`src/rvw_pkg.sv`:
```
package rvw_pkg;

  // input word kinds
  localparam logic [1:0] KIND_STEP  = 2'd0;
  localparam logic [1:0] KIND_START = 2'd1;
  localparam logic [1:0] KIND_STOP  = 2'd2;
  localparam logic [1:0] KIND_CLEAR = 2'd3;

  // configuration register indexes
  localparam logic [1:0] REG_RESET_VOLTAGE = 2'd0;
  localparam logic [1:0] REG_HOLD_TICKS    = 2'd1;

  localparam int VOLT_W  = 10;
  localparam int TICK_W  = 8;
  localparam int COUNT_W = 32;

  // threshold ceiling
  localparam logic [VOLT_W-1:0] VOLT_CEILING = VOLT_W'(800);

  // phase codes as seen on the result word
  localparam logic [2:0] PHASE_OFF  = 3'd0;
  localparam logic [2:0] PHASE_INIT = 3'd1;
  localparam logic [2:0] PHASE_RISE = 3'd2;
  localparam logic [2:0] PHASE_FALL = 3'd3;
  localparam logic [2:0] PHASE_HOLD = 3'd4;

endpackage

```
`src/relay_voltage_watchdog.sv`:
```
// relay voltage watchdog: phase machine that opens a relay on a bus voltage dip
// a result word is registered when its input word is taken
// throughput: one word per cycle while the result channel does not stall; the phase
//   update and the 8-bit tick compare sit between the state registers and the result register
// reset (rst, synchronous, active high): phase off, relay closed, stamp and
//   activation count zero, both config registers zero, no result pending
module relay_voltage_watchdog
  import rvw_pkg::*;
(
  input  logic                clk,
  input  logic                rst,
  // input word channel
  input  logic                in_valid,
  output logic                in_stall,
  input  logic [1:0]          kind,
  input  logic [15:0]         bus_voltage,
  input  logic [TICK_W-1:0]   tick_now,
  // result word channel
  output logic                out_valid,
  input  logic                out_stall,
  output logic                relay_open,
  output logic                watchdog_active,
  output logic [2:0]          phase_code,
  output logic [COUNT_W-1:0]  activation_count,
  // configuration write channel
  input  logic                cfg_valid,
  output logic                cfg_ready,
  input  logic [1:0]          cfg_index,
  input  logic [VOLT_W-1:0]   cfg_data
);

  typedef enum logic [2:0] {
    ST_OFF  = PHASE_OFF,
    ST_INIT = PHASE_INIT,
    ST_RISE = PHASE_RISE,
    ST_FALL = PHASE_FALL,
    ST_HOLD = PHASE_HOLD
  } phase_t;

  // watchdog state
  phase_t              phase, phase_next;
  logic                relay_level, relay_level_next;
  logic [TICK_W-1:0]   open_stamp, open_stamp_next;
  logic [COUNT_W-1:0]  openings, openings_next;

  // configuration
  logic [VOLT_W-1:0]   reset_voltage;
  logic [TICK_W-1:0]   hold_ticks;

  logic                in_take;
  logic                cfg_take;
  logic [TICK_W-1:0]   elapsed;
  logic                rise_seen;
  logic                fall_seen;
  logic                hold_done;

  // the result register can take a new word when empty or when it drains now
  assign in_stall  = out_valid & out_stall;
  assign in_take   = in_valid & ~in_stall;
  assign cfg_ready = 1'b1;
  assign cfg_take  = cfg_valid & cfg_ready;

  // threshold compares against the full 16-bit sample
  assign rise_seen = bus_voltage > {6'd0, reset_voltage};
  assign fall_seen = bus_voltage < {6'd0, reset_voltage};

  // ticks since the relay opened, modulo 256
  assign elapsed   = tick_now - open_stamp;
  assign hold_done = elapsed >= hold_ticks;

  always_comb begin
    phase_next       = phase;
    relay_level_next = relay_level;
    open_stamp_next  = open_stamp;
    openings_next    = openings;
    unique case (kind)
      KIND_STEP: begin
        unique case (phase)
          ST_INIT: begin
            // close the relay, sample not looked at on this step
            relay_level_next = 1'b0;
            phase_next       = ST_RISE;
          end
          ST_RISE: begin
            if (rise_seen) begin
              phase_next = ST_FALL;
            end
          end
          ST_FALL: begin
            // dip below threshold: open the relay and stamp the tick
            if (fall_seen) begin
              relay_level_next = 1'b1;
              openings_next    = openings + COUNT_W'(1);
              open_stamp_next  = tick_now;
              phase_next       = ST_HOLD;
            end
          end
          ST_HOLD: begin
            if (hold_done) begin
              relay_level_next = 1'b0;
              phase_next       = ST_RISE;
            end
          end
          default: begin
            // off: steps change nothing
          end
        endcase
      end
      KIND_START: begin
        // start only leaves the off phase, ignored while running
        if (phase == ST_OFF) begin
          phase_next = ST_INIT;
        end
      end
      KIND_STOP: begin
        // count and stamp are kept
        phase_next       = ST_OFF;
        relay_level_next = 1'b0;
      end
      default: begin
        // clear count, phase and relay untouched
        openings_next = '0;
      end
    endcase
  end

  // state, configuration and result register
  always_ff @(posedge clk) begin
    if (rst) begin
      phase         <= ST_OFF;
      relay_level   <= 1'b0;
      open_stamp    <= '0;
      openings      <= '0;
      reset_voltage <= '0;
      hold_ticks    <= '0;
      out_valid     <= 1'b0;
    end else begin
      if (cfg_take) begin
        case (cfg_index)
          REG_RESET_VOLTAGE: begin
            reset_voltage <= (cfg_data > VOLT_CEILING) ? VOLT_CEILING : cfg_data;
          end
          REG_HOLD_TICKS: begin
            hold_ticks <= cfg_data[TICK_W-1:0];
          end
          default: begin
            // unknown register, write dropped
          end
        endcase
      end
      if (in_take) begin
        phase       <= phase_next;
        relay_level <= relay_level_next;
        open_stamp  <= open_stamp_next;
        openings    <= openings_next;
        out_valid   <= 1'b1;
      end else if (!out_stall) begin
        out_valid <= 1'b0;
      end
    end
  end

  // result payload, loaded with the state after the update
  always_ff @(posedge clk) begin
    if (in_take) begin
      relay_open       <= relay_level_next;
      watchdog_active  <= (phase_next != ST_OFF);
      phase_code       <= phase_next;
      activation_count <= openings_next;
    end
  end

`ifndef SYNTHESIS
  // the relay is open exactly while holding
  a_relay_only_in_hold: assert property (@(posedge clk) disable iff (rst)
    out_valid |-> (relay_open == (phase_code == PHASE_HOLD)))
    else $error("relay open outside hold phase");

  // the activation count only steps by one or clears
  a_count_steps: assert property (@(posedge clk) disable iff (rst)
    !$past(rst) |-> (openings == $past(openings)) ||
                    (openings == $past(openings) + COUNT_W'(1)) ||
                    (openings == '0))
    else $error("activation count jumped");

  // the relay only opens on a step taken in the wait-fall phase
  a_open_from_fall: assert property (@(posedge clk) disable iff (rst)
    !$past(rst) && $rose(relay_level) |->
      $past(in_take) && $past(phase) == ST_FALL && $past(kind) == KIND_STEP)
    else $error("relay opened outside a falling step");

  // threshold never holds a value above the ceiling
  a_threshold_cap: assert property (@(posedge clk) disable iff (rst)
    cfg_take |=> reset_voltage <= VOLT_CEILING)
    else $error("threshold above ceiling");
`endif

endmodule
```
`config.mk`:
```
export PLATFORM = sky130hd
export DESIGN_NAME = relay_voltage_watchdog
export DESIGN_NICKNAME = d
export VERILOG_FILES = /design/src/rvw_pkg.sv /design/src/relay_voltage_watchdog.sv
export SDC_FILE = /design/constraint.sdc
export NUM_CORES = 1
export LEC_CHECK = 0
export BUFFER_PORTS_ARGS = -buffer_cell sky130_fd_sc_hd__buf_2
export CAP_MARGIN = 20
export CORE_ASPECT_RATIO = 1.1
export CORE_MARGIN = 2
export CORE_UTILIZATION = 40
export DETAILED_ROUTE_END_ITERATION = 10
export HOLD_SLACK_MARGIN = 0.12
export PLACE_DENSITY = 0.62
export SETUP_SLACK_MARGIN = 0.15
export SKIP_LAST_GASP = 1
export SYNTH_ARGS = -nofsm -noshare
export SYNTH_HDL_FRONTEND = slang
export SYNTH_SLANG_ARGS = --single-unit
export TNS_END_PERCENT = 100
```
`constraint.sdc`:
```
create_clock -name clk -period 4.43 [get_ports clk]
set_clock_uncertainty 0.05 [all_clocks]
set_input_delay 0.443 -clock clk [delete_from_list [all_inputs] [get_ports clk]]
set_output_delay 0.443 -clock clk [all_outputs]
set_load 0.02 [all_outputs]
```
==> reports/qor.txt <==
status -> completed
Die Area -> 16270 um2
post-synthesis cell type count -> 69
Overflow after GRT -> 0
Final #Nets -> 850
R2R setup slack -> 0.77 ns
fin crit period -> 3.660 ns
DP HPWL -> 11500 um
RR Endpoint -> watchdog_active
Max Clk Rate -> 273.2 MHz
CP most frequent cell -> a21oi_1
Worst-Margin Slew -> 0.9384 ns
Synth Area per Inst -> 8.490 um2
setup TNS -> 0 ns
Post-Syn Area -> 6105 um2
Final Cycle Share -> 82.62%
hold_ws -> 0.2654 ns
Worst path top cell family by delay -> compound AO/OA/AOI/OAI gates
crit-path max FO -> 4
number of H-tree levels -> 3
hold_sp -> in_valid
Crit. path cell count -> 16
CTS tree -> done
Slew headroom -> 37.44%
endpoints failing hold -> 0
Inserted Clock Buffers -> 9
CP Launch Type -> flop
Clock Latency Late Sink -> 0.35 ns
number of flops mapped to enable cells by yosys -> 37
Buf/Inv on CP -> 1
Yosys reg bits -> 100
Setup Buffers After CTS -> 0
Cell Pwr Density -> 303.6 nW/um2
Core Footprint -> 15000 um2
fin. max-slew vios -> 0
Critical Path End Type -> flop
Ant. Diodes -> 0
global-route wire length before repair -> 26770 um
Post-Syn Instances -> 719
largest net degree at the start of global routing -> 52
Sink Count -> 100
fin area -> 6975 um2
cells on worst reg2reg path -> 16
worst vdd ir -> 0.1396 mV
Finished Layout Cells -> 977
Starting DRT DRC Count -> 462
drt wl/cell -> 16.84 um
PortBufs -> 81
most frequent cells in the layout -> 81 x buf_2, 66 x nor2_1, 63 x dfxtp_1
HP Class -> in -> reg
Core Util, Final -> 46.52%
Tot GR Track Use -> 20.47%
Leak -> 2.711 nW
MaxCap Viol Count -> 0
Main synth FF type -> dfxtp_1
routed wire length -> 16450 um
slowest stage delay, CP -> 0.54 ns
DRC Markers -> 0
Crit Reg-Reg Startpoint -> open_stamp[0]
end of the worst hold path -> out_valid
initial antenna violation count -> 0
Pre-antenna DRT Iters -> 6
Longest Clk Path Bufs -> 2
critical path type -> reg -> reg
share of cells above drive strength 1 -> 15.24%
placed instance area -> 6643 um2
Worst EP arrival -> 3.69 ns
endpoints failing setup -> 0
Hold Buf Count CTS -> 0
clk root buf -> clkbuf_16
Final ANT Viol Nets -> 0
clock slew at reported path FFs -> 0.07 ns
RSZ-0062 raised after global routing -> false
GP Congestion -> 0.9000
vias in the first global route -> 5456
Initial Util -> 40.71%
synth-to-layout area growth -> 14.27%
Die Wd -> 121.8 um
I/O pin count -> 83
Post-CTS Resized -> 0
slowest CP cell -> a2111oi_0
hold path cells -> 3
DR vias -> 5692
Fillers -> 1459
DIE HEIGHT -> 133.6 um
site row count -> 47
vias per cell -> 5.826
commonest non-fill, non-tap cell in the layout -> buf_2
Yosys warnings -> 0
syn_nets -> 793
placed insts -> 960
register area share after synthesis -> 38.86%
Async S/R FF share, synth -> 0%
CP required -> 4.46 ns
CP cell instances -> ha_1, inv_1, fa_1, nand2_1, nand2_1, a21oi_1, o21bai_1, a21oi_1, xnor2_1, ha_1, a21oi_1, and3_1, o21ai_0, a2111oi_0, o31a_1, o221ai_1
power by group:
group | switching (mW) | internal (mW) | total (mW)
sequential | 0.0116 | 0.978 | 0.989
clock | 0.353 | 0.508 | 0.861
combinational | 0.180 | 0.0873 | 0.267
total | 0.544 | 1.57 | 2.12
synth_stat cells (all sizes together) (3+ instances only):
cell,n,area share (%)
a2111oi,3,0.43
a211oi,3,0.37
a21o,6,0.74
a21oi,48,3.9
a22oi,8,0.98
a31oi,35,3.6
a41oi,9,1.3
and2,6,0.61
and3,12,1.2
and4,10,1.4
buf,10,0.96
clkbuf,38,2.4
dfxtp,63,21
edfxtp,37,18
ha,30,6.1
inv,49,3.0
mux2i,22,3.6
nand2,61,3.8
nand2b,10,1.0
nand3,30,2.7
nand3b,3,0.37
nand4,25,2.6
nor2,66,4.1
nor2b,6,0.61
nor3,19,1.6
nor3b,4,0.49
nor4,8,1.3
o211ai,9,1.2
o21ai,26,2.1
o221ai,3,0.43
o311ai,3,0.43
o31ai,6,0.74
or3,9,0.92
or4,8,1.0
xnor2,4,0.57
registers in the layout, indices dropped and copies added (netlist names), 3 cells and up:
signal,flops
openings,32
phase,3
reset_voltage,10
phase_code,3
open_stamp,8
activation_count,32
hold_ticks,8
how the worst max path moves through the flow:
stage	start	to
after floorplan	tick_now[0]	watchdog_active
after global placement	tick_now[0]	watchdog_active
after detailed placement	tick_now[0]	watchdog_active
after CTS	open_stamp[0]	watchdog_active
after global routing	open_stamp[0]	watchdog_active
final	open_stamp[0]	watchdog_active
worst min-delay path: stages:
cell and delay (ns):
buf_2 0.08, nor2_1 0.04, nor2_1 0.07
final cells by class:
class	instances	area, um2	area share [%]
clock buffer	11	242.7	3.480
sequential	100	2372	34.01
timing repair buffer	94	509.2	7.300
tap	196	245.2	3.516
inverter	49	183.9	2.637
clock inverter	5	76.32	1.094
multi-input combinational	522	3346	47.96
per-layer routing:
metal,track usage (%),up-vias,wire length (um)
met1,24.50,2721,6857
li1,-,2769,-
met2,36.34,180,8497
met5,0,-,0
met4,8.493,0,310
met3,2.997,22,786
cell families after synthesis:
kind of cell               count (synthesis)  share of synthesized area, %
muxes                                     23                         3.792
other                                      1                       0.06143
DFF                                      100                         38.86
AOI/OAI and AO/OA                        179                         19.21
buffers and inverters                     97                         6.333
xor gates and xnor gates                   6                        0.8608
adders and majority gates                 31                         6.477
and+or+nand+nor                          282                         24.41
stage by stage:
| step | worst slack [ns] | power [mW] |
|---|---|---|
| 6_report | 0.7697 | 2.118 |
| 2_1_floorplan | 1.053 | 1.180 |
| 5_1_grt | 0.4984 | 2.193 |
| 4_1_cts | 0.7937 | 2.134 |
| 3_5_place_dp | 0.5635 | 1.276 |
| 3_3_place_gp | 0.6834 | 1.268 |
Power figures use the tool's default switching activity.
